--- src/hdl/window_sigma_outlier_clamp_defines.svh ---
// Assertion macros for the window sigma outlier clamp.
// Included by the RTL files that carry concurrent checks; no dependencies.
`ifndef WINDOW_SIGMA_OUTLIER_CLAMP_DEFINES_SVH
`define WINDOW_SIGMA_OUTLIER_CLAMP_DEFINES_SVH

`ifndef SYNTH
`define WSOC_ASSERT(lbl, clk, rstn, prop, msg) \
	lbl: assert property (@(posedge clk) disable iff (!(rstn)) (prop)) else $error(msg);
`define WSOC_ASSERT_NEXT(lbl, clk, rstn, ante, cons, msg) \
	lbl: assert property (@(posedge clk) disable iff (!(rstn)) (ante) |=> (cons)) \
		else $error(msg);
`else
`define WSOC_ASSERT(lbl, clk, rstn, prop, msg)
`define WSOC_ASSERT_NEXT(lbl, clk, rstn, ante, cons, msg)
`endif

`endif

--- src/hdl/wsoc_pkg.sv ---
// Shared sizes, codes, interface structs and helpers for the outlier clamp.
// No dependencies; imported by wsoc_chan_state, wsoc_stats, wsoc_divider and the top level.
`default_nettype none

package wsoc_pkg;

	localparam int CHANNELS    = 12;
	localparam int WINDOW      = 16;
	localparam int SAMPLE_BITS = 24;

	localparam int CH_W    = 4;
	localparam int SIG_W   = 8;
	localparam int SIG2_W  = 2 * SIG_W;
	localparam int PADDR_W = 3;
	localparam int MIN_FILL = 3;

	localparam int CIDX_W = (CHANNELS > 1) ? $clog2(CHANNELS) : 1;
	localparam int POS_W  = $clog2(WINDOW);
	localparam int N_W    = $clog2(WINDOW + 1);
	localparam int DEPTH  = CHANNELS * WINDOW;
	localparam int ADDR_W = $clog2(DEPTH);

	localparam int SUM_W  = SAMPLE_BITS + $clog2(WINDOW);
	localparam int SQ_W   = 2 * SAMPLE_BITS;
	localparam int SQS_W  = 2 * SAMPLE_BITS + $clog2(WINDOW);
	localparam int DIFF_W = SAMPLE_BITS + N_W + 1;
	localparam int DEV_W  = DIFF_W;
	localparam int LHS_W  = 2 * DEV_W + 8;
	localparam int S2_W   = 2 * SUM_W;
	localparam int NQ_W   = SQS_W + N_W;
	localparam int VAR_W  = NQ_W;
	localparam int RHS_W  = VAR_W + SIG2_W;
	localparam int CMP_W  = (RHS_W > LHS_W) ? RHS_W : LHS_W;
	localparam int DIVN_W = SUM_W + 1;
	localparam int DIVD_W = N_W + 1;

	localparam logic [SIG_W-1:0] SIGMA_RESET = 8'd48;

	localparam logic OP_FILTER = 1'b0;
	localparam logic OP_CLEAR  = 1'b1;

	typedef struct packed {
		logic              clear;
		logic              bump;
		logic [CIDX_W-1:0] cidx;
	} chs_cmd_t;

	typedef struct packed {
		logic [POS_W-1:0] pos;
		logic [N_W-1:0]   cnt_next;
	} chs_stat_t;

	typedef struct packed {
		logic              start;
		logic [CIDX_W-1:0] cidx;
		logic [N_W-1:0]    cnt;
	} stats_req_t;

	typedef struct packed {
		logic              start;
		logic [DIVN_W-1:0] dividend;
		logic [DIVD_W-1:0] divisor;
	} div_req_t;

	typedef struct packed {
		logic              done;
		logic [DIVN_W-1:0] quotient;
	} div_rsp_t;

	function automatic logic chan_ok(input logic [CH_W-1:0] c);
		return int'(c) < CHANNELS;
	endfunction

	function automatic logic [ADDR_W-1:0] win_addr(input logic [CIDX_W-1:0] c,
		input logic [POS_W-1:0] p);
		return ADDR_W'(int'(c) * WINDOW + int'(p));
	endfunction

endpackage

`default_nettype wire

--- src/hdl/wsoc_divider.sv ---
// Restoring divider, one quotient bit per cycle, for the rounded window mean.
// Depends on wsoc_pkg and the assertion macro header.
`default_nettype none
`include "window_sigma_outlier_clamp_defines.svh"

module wsoc_divider import wsoc_pkg::*; (
	input  logic     clk,
	input  logic     arst_n,
	input  div_req_t req,
	output div_rsp_t rsp
);

	localparam int STEP_W = $clog2(DIVN_W);

	logic              busy_q;
	logic              done_q;
	logic [STEP_W-1:0] step_q;
	logic [DIVN_W-1:0] quo_q;
	logic [DIVD_W-1:0] rem_q;
	logic [DIVD_W-1:0] dvs_q;

	logic [DIVD_W:0]   trial;
	logic [DIVD_W:0]   diff;
	logic              ge;

	assign trial = {rem_q, quo_q[DIVN_W-1]};
	assign diff  = trial - {1'b0, dvs_q};
	assign ge    = (trial >= {1'b0, dvs_q});

	assign rsp.done     = done_q;
	assign rsp.quotient = quo_q;

	always_ff @(posedge clk or negedge arst_n) begin
		if (!arst_n) begin
			busy_q <= 1'b0;
			done_q <= 1'b0;
			step_q <= '0;
		end else if (req.start) begin
			busy_q <= 1'b1;
			done_q <= 1'b0;
			step_q <= '0;
		end else if (busy_q) begin
			step_q <= step_q + 1'b1;
			if (step_q == STEP_W'(DIVN_W - 1)) begin
				busy_q <= 1'b0;
				done_q <= 1'b1;
			end
		end else begin
			done_q <= 1'b0;
		end
	end

	// dividend bits shift out the top while quotient bits shift in below
	always_ff @(posedge clk) begin
		if (req.start) begin
			quo_q <= req.dividend;
			rem_q <= '0;
			dvs_q <= req.divisor;
		end else if (busy_q) begin
			quo_q <= {quo_q[DIVN_W-2:0], ge};
			rem_q <= ge ? diff[DIVD_W-1:0] : trial[DIVD_W-1:0];
		end
	end

	`WSOC_ASSERT(a_no_restart, clk, arst_n, !(req.start && busy_q), "divider restarted while busy")

endmodule

`default_nettype wire

--- config.mk ---
export PLATFORM = sky130hd
export DESIGN_NAME = wsoc_divider
export DESIGN_NICKNAME = d
export VERILOG_FILES = /design/src/hdl/wsoc_pkg.sv /design/src/hdl/wsoc_divider.sv
export VERILOG_INCLUDE_DIRS = /design/src /design/src/hdl
export SDC_FILE = /design/constraint.sdc
export NUM_CORES = 1
export LEC_CHECK = 0
export ABC_AREA = 1
export BUFFER_PORTS_ARGS = -buffer_cell sky130_fd_sc_hd__buf_2
export CAP_MARGIN = 20
export CORE_MARGIN = 5
export CORE_UTILIZATION = 44
export DETAILED_ROUTE_END_ITERATION = 16
export PLACE_DENSITY_LB_ADDON = 0.05
export SETUP_SLACK_MARGIN = 0.3
export SLEW_MARGIN = 20
export SYNTH_ARGS = -nofsm -noshare
export SYNTH_HDL_FRONTEND = slang
export SYNTH_SLANG_ARGS = --single-unit
export TNS_END_PERCENT = 1
--- constraint.sdc ---
create_clock -name clk -period 2.76 [get_ports clk]
set_clock_uncertainty 0.05 [all_clocks]
set_input_delay 0.276 -clock clk [delete_from_list [all_inputs] [get_ports clk]]
set_output_delay 0.276 -clock clk [all_outputs]
set_load 0.02 [all_outputs]
# Word-level counts from Yosys, hierarchy flattened
# Index checks and enable logic that the tools add are counted.
classes:
  magnitude_cmp: 1
  n_addsub: 2
  n_eq_ne: 2
  reduce_logical: 1
  n_mux: 11
ops:
  columns: ["operator", "count"]
  rows:
  - ["$mux W29", 2]
  - ["$mux W5", 2]
  - ["$ge A7 B6 Y1", 1]
  - ["$mux W1", 6]
  - ["$mux W6", 1]
  - ["$sub A6 B6 Y6", 1]
  - ["$add A5 B1 Y5 const B", 1]
  - ["$eq A5 B5 Y1 const B", 1]
  - ["$ne A3 B2 Y1 const B", 1]
  - ["$reduce_bool A2 Y1", 1]
word_totals:
  ff_bits: 48
  in_bits: 38
  word_cells: 23

# Logic depth before layout (Yosys ltp)
# Gate-level depths: netlist (run 1).
logic_depth:
  depth_word: 4
  mapped_depth: 10

# Least setup slack after synthesis (run 1)
# OpenSTA, ideal clock, no wires.
synth_timing:
  path_type: "flip-flop to flip-flop"
  from: "reg quo_q[28]"
  to: "reg rem_q[4]"
  path_buffers: 0
  path_stages_with_launch: 9
  slack_ns: 1.045
  arrival_ns: 1.552
  path_cell_list: "edfxtp_1 > inv_1 > ha_1 > fa_1 > nand3b_1 > nand4_1 > nand3_1 > nand3_1 > nand2_1"
synth_via:
  elab_chain_len: 2
  word_cells_on_any_way: 3
  cone_classes: "add/sub: 1; order compare: 1; mux: 1"
synth_lines:
  columns: ["element", "line_no", "source"]
  rows:
  - ["start: declaration", "wsoc_divider.sv:18", "logic [DIVN_W-1:0] quo_q;"]
  - ["start signal: assignment", "wsoc_divider.sv:56", "quo_q <= req.dividend;"]
  - ["start signal: assignment", "wsoc_divider.sv:60", "quo_q <= {quo_q[DIVN_W-2:0], ge};"]
  - ["$sub A6 B6 Y6 / $ge A7 B6 Y1 (equally long branches)", "wsoc_divider.sv:27, wsoc_divider.sv:28", null]
  - ["$mux W6 *", "wsoc_divider.sv:61", "rem_q <= ge ? diff[DIVD_W-1:0] : trial[DIVD_W-1:0];"]
  - ["end signal: assignment", "wsoc_divider.sv:61", null]
  - ["end: declaration", "wsoc_divider.sv:19", "logic [DIVD_W-1:0] rem_q;"]
# Every way passes the cells marked *; elsewhere a longest branch is shown, timed or not.
# A chain may end at the register's enable or synchronous reset.

# Worst setup path in the final report (run 1)
layout_timing:
  from: "reg dvs_q[4]"
  to: "reg rem_q[5]"
layout_via:
  elab_chain_len: 2
  word_cells_on_any_way: 3
  cone_classes: "add/sub: 1; order compare: 1; mux: 1"
layout_lines:
  columns: ["element", "line_no", "source"]
  rows:
  - ["start: declaration", "wsoc_divider.sv:20", "logic [DIVD_W-1:0] dvs_q;"]
  - ["start signal: assignment", "wsoc_divider.sv:58", "dvs_q <= req.divisor;"]
  - ["$sub A6 B6 Y6 / $ge A7 B6 Y1 (equally long branches)", "wsoc_divider.sv:27, wsoc_divider.sv:28", null]
  - ["$mux W6 *", "wsoc_divider.sv:61", null]
# Marks and branches as above.

==> summary.txt, run 1 <==
Clocking
  – Htree depth: 2
  – Worst-Skew Late Latency: 0.29 ns
  – Post-CTS Resized: 0
  – Clk sinks: 48
  – Root Buffer: clkbuf_8
  – TritonCTS Buffers: 5
  – Post-CTS setup buffers: 0
  – Reg clk slew, reported paths: 0.08 ns
  – CTS tree: done
  – Hold buffer count at cts: 1
  – Clock buffer depth: 2

Setup path
  – Critical Path Fanout Max: 6
  – Slowest stage cell, crit path: edfxtp_1
  – RR Startpoint: dvs_q[4]$_DFFE_PP_
  – Crit-path most repeated cell: nand2_1
  – CP required: 2.91 ns
  – Arr. time, crit path: 1.88 ns
  – Critical Path Max Stage Delay: 0.37 ns
  – CP Cell Sequence: inv_1 > ha_1 > nand2_1 > nand2_2 > nand2_1 > nand2_1 > a21oi_2 > nand3_1 > nand3_1 > nand2_1
  – R2R Setup Slk: 1.02 ns
  – Setup crit end kind: register
  – R2R depth: 10
  – FF-to-FF End: rem_q[5]$_SDFFE_PP0P_
  – CP Launch Type: register
  – Critical path class: register to register

Finish
  – Register area: 1350 µm²
  – Area grow syn2layout: 21.6%
  – Nets: 385
  – Ratio of cells with drive above 1 in the final layout: 26.9%
  – Ant. Diodes: 0
  – Fill count: 521
  – Final instance area: 2950 µm²
  – Area of the multi-input gates: 927 µm²

Hold path
  – HP Start: req[0]
  – Worst hold path depth: 1
  – Hold endpoint: dvs_q[0]$_DFFE_PP_
  – Worst hold path type: input port to register

Timing
  – Final period utilization: 62.9%
  – Worst slew pin tran: 0.560 ns
  – Final setup violating endpoints: 0
  – RSZ-0062 raised after global routing: false
  – Max Clk Rate: 576 MHz
  – Slew HR: 62.6%
  – Hold slack: 0.102 ns
  – Slew Viols, Final: 0
  – Setup TNS: 0 ns
  – Fin crit period: 1.74 ns
  – Final count of hold timing violations: 0
  – Setup ws final: 1.02 ns

Yosys
  – Dominant cell type by area after synthesis: edfxtp_1
  – FF+latch count, synth: 48
  – Syn_nets: 315
  – Post-synth top area share: 43.4%
  – Synth top area cells: edfxtp_1 43%, nand2_1 18%, dfrtp_1 7.2%, dfxtp_1 5.0%, ha_1 4.6%
  – Synth Cell Area: 2420 µm²
  – Largest family of logic cells by synthesized area: simple AND/OR/NAND/NOR gates
  – Compound-Gate Fraction of Synth Area: 2.84%
  – Seq/Total Area, Yosys: 55.5%
  – Gate count of the mapped netlist: 267
  – Synth unique cells: 30
  – Synth Area in XOR/XNOR: 0.723%
  – Mux contribution to synthesized area: 0%
  – Syn. warnings: 0
  – Simple-gate share of the synthesized area: 29.2%
  – Avg Cell Area, Syn: 9.08 µm²
  – Synth Area in Adders: 5.47%

Detailed routing
  – Starting DRT DRC Count: 167
  – First-pass iteration count of the detailed router: 4
  – Per-cell routed wire length: 12.7 µm
  – DR DRC count: 0
  – Antenna Violating Nets Remaining: 0
  – Via count: 1,905
  – Routed vias/inst: 4.65
  – Total wire length: 5190 µm

Power
  – Gate power share: 35.0%
  – Sw frac: 35.0%
  – Static Leak: 1.51 nW
  – P per Cell Area: 754 nW/µm²
  – Internal power: 1.44 mW
  – IR drop worst, VDD: 0.000298 V
  – Total power: 2.22 mW
  – Flop pwr share: 42.6%
  – Clk pwr share: 22.4%
  – Sw power: 0.777 mW

Global routing
  – Initial antenna violation count: 0
  – Largest net degree at the start of global routing: 33
  – Met1 usage: 19.0%
  – First-pass GRT wire length: 8890 µm
  – Grt peak-use layer: met2
  – Met3 Usage GRT: 5.79%
  – Met2 usage in global routing: 25.2%
  – Vias in the first global route: 1,981
  – GRT Resource Usage Total: 15.5%
  – Remaining Overflow, GRT: 0

Die
  – Die Height: 84.2 µm
  – IO Count: 68
  – Initial Utilization: 44.6%
  – Die Area: 7090 µm²
  – Core ar.: 5440 µm²
  – Cell Rows: 27
  – DIE WIDTH: 84.2 µm

Place
  – Placement Cell Area: 2830 µm²
  – RePlAce Congestion: 0.836
  – HPWL after DPL: 3840 µm
  – Port Buffers: 67
  – Post-Place Setup Slack: 1.01 ns

Status
  – Outcome: finished, final reports clean

Job
  – Max-Cap Viols: 0
[layer usage]
metal / wire [µm] / part of all wire [%]
met4: 93 / 1.8
met5: 0 / 0
met3: 443 / 8.5
met1: 2310 / 44
met2: 2350 / 45
[power groups by stage]
stage	combinational (mW)	clock (mW)	sequential, mW
final	0.778	0.497	0.946
after global routing	0.887	0.543	0.956
after CTS	0.786	0.522	0.946
after detailed placement	0.781	0	0.960
after global placement	0.774	0	0.962
after floorplan	0.542	0	1.01
[Yosys cell counts]
| master | number |
|---|---|
| nand2_1 | 117 |
| edfxtp_1 | 35 |
| inv_1 | 29 |
| nand3_1 | 15 |
| ha_1 | 9 |
| dfrtp_1 | 7 |
| clkbuf_1 | 6 |
| dfxtp_1 | 6 |
| nor2_1 | 6 |
| a21oi_1 | 4 |
| nand2_2 | 4 |
| nand4_1 | 4 |
| nor2_2 | 3 |
| nand3_4 | 2 |
| nor2_4 | 2 |
| nor3_1 | 2 |
| o21ai_1 | 2 |
| xor2_1 | 2 |
| a21boi_0 | 1 |
| a21oi_2 | 1 |
| a31oi_1 | 1 |
| buf_4 | 1 |
| buf_6 | 1 |
| fa_1 | 1 |
| nand2_4 | 1 |
| nand3b_1 | 1 |
| nor3b_1 | 1 |
| o21ai_0 | 1 |
| o21bai_2 | 1 |
| or2_4 | 1 |
[state kept, by name (all words and copies together) (netlist names)]
| name | count |
|---|---|
| quo_q | 29 |
| step_q | 5 |
| busy_q | 1 |
| dvs_q | 6 |
| rem_q | 6 |
| done_q | 1 |
[cell type report]
type	count	share of cell area [%]
clock buffer	7	2.59
clock inverter	1	1.02
inverter	29	3.69
multi-input combinational	182	31.5
sequential	48	45.7
tap	72	3.06
timing repair buffer	71	12.5
[layout by cell type (no fill, tap or decap), drive strengths merged, types with 2 or more instances in the layout]
master / n
nor3: 2
ha: 9
xor2: 2
o21ai: 3
dfxtp: 6
a21oi: 5
clkbuf: 7
nor2: 11
nand3: 17
inv: 29
buf: 70
nand2: 122
dfrtp: 7
nand4: 4
edfxtp: 35
[per-stage QoR]
step / utilization, % / cells
after floorplan: - / 267
after global placement: 52.0 / 401
after detailed placement: 52.0 / 401
after CTS: 54.2 / 410
after global routing: 54.2 / 410
final: 54.2 / 410
[critical path, delay by kind of cell (launching register included)]
family / cells / cell delay (ns)
simple gates: 7 / 0.58
flops: 1 / 0.37
compound gates: 1 / 0.29
fa+ha+maj: 1 / 0.28
buf+inv: 1 / 0.08
[how the worst max path moves through the flow]
| stage | from | end | slack, ns | depth (start not counted) |
|---|---|---|---|---|
| after global placement | dvs_q[4]$_DFFE_PP_ | quo_q[0]$_DFFE_PP_ | 1.02 | 8 |
| after floorplan | quo_q[28]$_DFFE_PP_ | rem_q[4]$_SDFFE_PP0P_ | 1.04 | 8 |
| after global routing | dvs_q[4]$_DFFE_PP_ | rem_q[4]$_SDFFE_PP0P_ | 0.85 | 10 |
| final | dvs_q[4]$_DFFE_PP_ | rem_q[5]$_SDFFE_PP0P_ | 1.02 | 10 |
| after CTS | dvs_q[4]$_DFFE_PP_ | quo_q[0]$_DFFE_PP_ | 1.01 | 8 |
| after detailed placement | req[35] | quo_q[9]$_DFFE_PP_ | 1.01 | 5 |
[logic make-up after synthesis]
kind of cell             Yosys count
flip-flops                        48
buffers and inverters             37
adder cells (fa/ha/maj)           10
XOR/XNOR                           2
AND/OR/NAND/NOR                  159
AO/OA/AOI/OAI                     11
Power figures use the tool's default switching activity.
==> run 2: changes to the inputs <==
ABC_AREA = 0   (was 1)
clock period = 1.8 ns   (was 2.76 ns; I/O delays follow)
==> summary.txt, run 2 <==
Die
  – Die Height: 82.1 µm
  – Core ar.: 5070 µm²
  – Die Area: 6750 µm²
  – DIE WIDTH: 82.1 µm
  – Cell Rows: 26
  – IO Count: 68
  – Initial Utilization: 45.1%

Yosys
  – Synth Cell Area: 2290 µm²
  – Top-count cell post-synth: edfxtp_1
  – Syn. warnings: 0
  – Gate count of the mapped netlist: 169
  – Avg Cell Area, Syn: 13.5 µm²
  – Seq/Total Area, Yosys: 58.8%
  – Synth unique cells: 31
  – Synth top area cells: edfxtp_1 46%, mux2_2 15%, dfrtp_1 7.7%, dfxtp_1 5.2%, ha_1 4.9%
  – Syn_nets: 217
  – Dominant cell type by area after synthesis: edfxtp_1
  – Synth top cells by count: 35 x edfxtp_1, 30 x mux2_2, 13 x nor2_1
  – Post-synth top area share: 45.9%
  – Post-synth EDFFs: 35
  – Primary FF master, synth: edfxtp_1
  – FF+latch count, synth: 48
  – Asr flop ratio synth: 14.6%

Global routing
  – Vias in the first global route: 1,649
  – Initial antenna violation count: 0
  – GRT Resource Usage Total: 15.0%
  – First-pass GRT wire length: 7590 µm
  – Largest net degree at the start of global routing: 30
  – Remaining Overflow, GRT: 0

Finish
  – Largest Register: quo_q
  – Ant. Diodes: 0
  – Area grow syn2layout: 33.4%
  – Max reg flops: 29
  – Ratio of cells with drive above 1 in the final layout: 51.7%
  – Most frequent cells in the layout: 67 x buf_2, 35 x edfxtp_1, 29 x mux2_2
  – Largest registers: quo_q (29), dvs_q (6), rem_q (6)
  – Nets: 307
  – Fill count: 440
  – Register area: 1350 µm²
  – Fin cells: 329
  – Area of the multi-input gates: 963 µm²
  – Final instance area: 3060 µm²
  – Commonest non-fill, non-tap cell in the layout: buf_2

Place
  – Post-Place Setup Slack: -0.0704 ns
  – HPWL after DPL: 3480 µm
  – RePlAce Congestion: 0.766
  – Port Buffers: 67
  – Placement Cell Area: 2830 µm²
  – Dpl cells: 315

Setup path
  – RR Startpoint: dvs_q[4]$_DFFE_PP_
  – CP endpoint: rem_q[1]$_SDFFE_PP0P_
  – Worst Setup SP: dvs_q[4]$_DFFE_PP_
  – CP Launch Type: register
  – Critical Path Fanout Max: 5
  – R2R depth: 7
  – FF-to-FF End: rem_q[1]$_SDFFE_PP0P_
  – Setup crit end kind: register
  – R2R Setup Slk: -0.02 ns
  – Critical path class: register to register
  – CP required: 1.94 ns
  – Arr. time, crit path: 1.96 ns

Power
  – Internal power: 2.23 mW
  – P per Cell Area: 1080 nW/µm²
  – Clk pwr share: 19.3%
  – Flop pwr share: 44.2%
  – Gate power share: 36.5%
  – IR drop worst, VDD: 0.000559 V
  – Sw frac: 32.2%
  – Sw power: 1.06 mW
  – Static Leak: 1.34 nW

Timing
  – Fin crit period: 1.82 ns
  – RSZ-0062 raised after global routing: true
  – Final count of hold timing violations: 0
  – Final period utilization: 101%
  – Slew HR: 79.1%
  – Worst slew pin tran: 0.312 ns
  – Setup ws final: -0.0224 ns
  – Max Clk Rate: 549 MHz
  – Final setup violating endpoints: 3
  – Slew Viols, Final: 0

Job
  – Max-Cap Viols: 0

Hold path
  – Worst hold path type: input port to register

Detailed routing
  – Metal3 WL: 280 µm
  – Routed vias/inst: 4.86
  – Total wire length: 4720 µm
  – DR DRC count: 0
  – Top Layer Used: met4
  – Via count: 1,600
  – WL met1: 2010 µm
  – Per-cell routed wire length: 14.4 µm
  – First-pass iteration count of the detailed router: 4
  – WL met2: 2350 µm
  – Starting DRT DRC Count: 67
  – Antenna Violating Nets Remaining: 0

Clocking
  – TritonCTS Buffers: 5
  – Worst-Skew Late Latency: 0.30 ns
  – Htree depth: 2
  – Reg clk slew, reported paths: 0.09 ns
  – Clock buffer depth: 2
  – Clk sinks: 48
  – CTS tree: done
  – Root Buffer: clkbuf_8

Status
  – Failing checks: negative setup slack
  – Outcome: finished with violations
[run 2: cell types whose count changed after synthesis, sizes merged, moves of 4 or more]
cell    delta
buf        +4
inv       -18
nand2b     +4
nand2    -116
clkbuf     -6
nand3     -16
mux2i      +5
mux2      +30
[run 2: per-stage QoR]
step           power, mW  util (%)  hold WS, ns  TNS [ns]
3_3_place_gp        2.50      55.7      -0.0334   -0.0464
5_1_grt             3.48      60.2      0.00359    -0.531
4_1_cts             3.27      59.5      0.00118   -0.0870
6_report            3.29      60.2      0.00656   -0.0564
2_1_floorplan       2.15         -       -0.166     -2.14
3_5_place_dp        2.53      55.7      -0.0272    -0.221
[run 2: critical path: stages (launching register included)]
cell and delay (ns):
edfxtp_1 0.38, inv_2 0.08, ha_4 0.19, a21o_1 0.18, a211oi_2 0.26, o21ai_4 0.13, nor4bb_1 0.14, or3_1 0.31
[run 2: cells by family after synthesis]
logic type,share of synthesized area [%]
adder cells (fa/ha/maj),5.79
buffers and inverters,2.95
multiplexers,16.9
AO/OA/AOI/OAI,5.19
AND/OR/NAND/NOR,7.65
flip-flops,58.8
XOR/XNOR,2.68
[run 2: cell type report]
cell class | instances | share of cell area, %
sequential | 48 | 44.1
multi-input combinational | 104 | 31.5
timing repair buffer | 89 | 17.5
tap | 70 | 2.87
clock buffer | 5 | 2.25
inverter | 11 | 1.35
clock inverter | 2 | 0.410
[run 2: worst min-delay path by stage]
stage | slack (ns) | end | startpoint | cells past startpoint
floorplan | -0.17 | busy_q$_DFF_PN0_ | arst_n | 0
global placement | -0.03 | step_q[0]$_DFFE_PN0P_ | arst_n | 1
detailed placement | -0.03 | step_q[0]$_DFFE_PN0P_ | arst_n | 1
CTS | 0.001 | dvs_q[2]$_DFFE_PP_ | req[2] | 1
global route | 0.004 | dvs_q[0]$_DFFE_PP_ | req[0] | 1
finish | 0.007 | dvs_q[0]$_DFFE_PP_ | req[0] | 1
[run 2: power by group through the flow]
| stage | Clock [mW] | Combinational [mW] | Sequential, mW |
|---|---|---|---|
| final | 0.635 | 1.20 | 1.46 |
| after floorplan | 0 | 0.587 | 1.56 |
| after detailed placement | 0 | 1.06 | 1.47 |
| after CTS | 0.654 | 1.16 | 1.45 |
| after global placement | 0 | 1.03 | 1.47 |
| after global routing | 0.690 | 1.32 | 1.48 |
[run 2: repair_timing]
item                       4_1_cts  5_1_grt
setup buffers                    1        0
gates resized for setup         10        6
hold buffers                     5        1
hold endpoints to repair        11        1
pin swaps                        6        1
setup endpoints to repair        7        7
[run 2: per-layer routing]
| metal | vias up | track usage (%) |
|---|---|---|
| met3 | 8 | 4.12 |
| met2 | 42 | 25.0 |
| li1 | 790 | - |
| met5 | - | 0 |
| met1 | 760 | 18.5 |
| met4 | 0 | 5.98 |
==> run 3: changes to the inputs <==
CAP_MARGIN = default   (was 20)
clock period = 1.6 ns   (was 1.8 ns; I/O delays follow)
==> summary.txt, run 3 (synthesis results as in run 2) <==
Hold path
  – Worst hold path type: input port to register

Power
  – Clk pwr share: 18.5%
  – Gate power share: 38.2%
  – Internal power: 2.56 mW
  – Sw power: 1.21 mW
  – Flop pwr share: 43.3%
  – Sw frac: 32.0%
  – IR drop worst, VDD: 0.000622 V
  – Static Leak: 1.38 nW
  – Total power: 3.77 mW
  – P per Cell Area: 1210 nW/µm²

Clocking
  – TritonCTS Buffers: 5
  – Worst-Skew Late Latency: 0.30 ns
  – Clock buffer depth: 2
  – Root Buffer: clkbuf_8
  – CTS tree: done
  – Clk sinks: 48
  – Htree depth: 2
  – Reg clk slew, reported paths: 0.09 ns

Global routing
  – GRT Resource Usage Total: 15.8%
  – First-pass GRT wire length: 7910 µm
  – Vias in the first global route: 1,763
  – Remaining Overflow, GRT: 0
  – Initial antenna violation count: 0
  – Largest net degree at the start of global routing: 24

Timing
  – Final count of hold timing violations: 0
  – Slew Viols, Final: 0
  – Setup ws final: -0.279 ns
  – Final period utilization: 117%
  – Final setup violating endpoints: 7
  – RSZ-0062 raised after global routing: true
  – Worst slew pin tran: 0.273 ns
  – Slew HR: 81.7%
  – Max Clk Rate: 532 MHz
  – Fin crit period: 1.88 ns

Setup path
  – Arr. time, crit path: 2.02 ns
  – Critical Path Fanout Max: 5
  – Setup crit end kind: register
  – Critical path class: register to register
  – CP Launch Type: register
  – CP required: 1.74 ns

Finish
  – Largest registers: quo_q (29), dvs_q (6), rem_q (6)
  – Commonest non-fill, non-tap cell in the layout: buf_2
  – Ratio of cells with drive above 1 in the final layout: 52.6%
  – Nets: 314
  – Ant. Diodes: 0
  – Max reg flops: 29
  – Area grow syn2layout: 36.6%
  – Largest Register: quo_q
  – Fin cells: 336
  – Final instance area: 3130 µm²
  – Most frequent cells in the layout: 67 x buf_2, 35 x edfxtp_1, 29 x mux2_2

Die
  – DIE WIDTH: 82.1 µm
  – Core ar.: 5070 µm²
  – Die Height: 82.1 µm
  – IO Count: 68
  – Cell Rows: 26
  – Die Area: 6750 µm²
  – Initial Utilization: 45.1%

Detailed routing
  – DR DRC count: 0
  – First-pass iteration count of the detailed router: 7
  – Total wire length: 4920 µm
  – Per-cell routed wire length: 14.6 µm
  – Antenna Violating Nets Remaining: 0
  – Routed vias/inst: 4.88
  – Via count: 1,640
  – Starting DRT DRC Count: 89

Place
  – Post-Place Setup Slack: -0.282 ns
  – RePlAce Congestion: 0.787
  – Placement Cell Area: 2890 µm²
  – Port Buffers: 67
  – Dpl cells: 321
  – HPWL after DPL: 3590 µm

Job
  – Max-Cap Viols: 0

Status
  – Failing checks: negative setup slack
  – Outcome: finished with violations
## run 3: worst paths after layout
kind	from	end	slack (ns)	cells past startpoint
min in group asynchronous	arst_n	step_q[1]$_DFFE_PN0P_	0.17	2
setup / recovery	dvs_q[4]$_DFFE_PP_	rem_q[1]$_SDFFE_PP0P_	-0.28	7
setup reg to reg	dvs_q[4]$_DFFE_PP_	rem_q[1]$_SDFFE_PP0P_	-0.28	7
hold reg to reg	rem_q[2]$_SDFFE_PP0P_	rem_q[2]$_SDFFE_PP0P_	0.44	2
hold / removal	req[33]	quo_q[27]$_DFFE_PP_	0.10	2
max in group asynchronous	arst_n	step_q[4]$_DFFE_PN0P_	1.18	2
## run 3: final cells by class
cell class,instances,area (µm²)
Fill cell,430,1950
Sequential cell,48,1350
Multi-Input combinational cell,104,971
Timing Repair Buffer,96,599
Tap cell,70,87.6
Clock buffer,5,68.8
Inverter,11,41.3
Clock inverter,2,12.5
## run 3: per-layer routing
metal / global-route usage [%] / vias to the layer above / routed length (µm)
li1: - / 800 / -
met1: 18.1 / 782 / 2000
met2: 27.1 / 47 / 2530
met3: 4.56 / 11 / 269
met4: 7.48 / 0 / 118
met5: 0 / - / 0
## run 3: timing repair
item | in CTS | in global routing
hold endpoints to repair | 13 | 0
endpoints found under the setup margin | 7 | 7
hold buffers | 7 | 0
gates resized for setup | 10 | 5
cloned | 0 | 0
setup buffers | 0 | 1
pin swaps | 2 | 3
## run 3: per-stage QoR
stage	hold WS (ns)	util, %	TNS, ns
3_3_place_gp	-0.0528	56.9	-1.36
2_1_floorplan	-0.186	-	-9.10
5_1_grt	0.0836	61.6	-2.24
3_5_place_dp	-0.0495	56.9	-1.52
4_1_cts	0.0970	61.0	-1.44
6_report	0.103	61.6	-1.62
## run 3: power groups by stage
stage | logic (mW) | clock network, mW | registers, mW
2_1_floorplan | 0.661 | 0 | 1.76
3_3_place_gp | 1.23 | 0 | 1.64
3_5_place_dp | 1.25 | 0 | 1.65
4_1_cts | 1.36 | 0.719 | 1.64
5_1_grt | 1.57 | 0.792 | 1.66
6_report | 1.44 | 0.699 | 1.63
## run 3: worst max-delay path, cell delays in order, from the launching register on
cell	delay, ns
edfxtp_1	0.38
inv_2	0.08
ha_4	0.19
a21o_1	0.16
a211oi_2	0.27
o21ai_4	0.13
nor4bb_1	0.14
or3_1	0.36
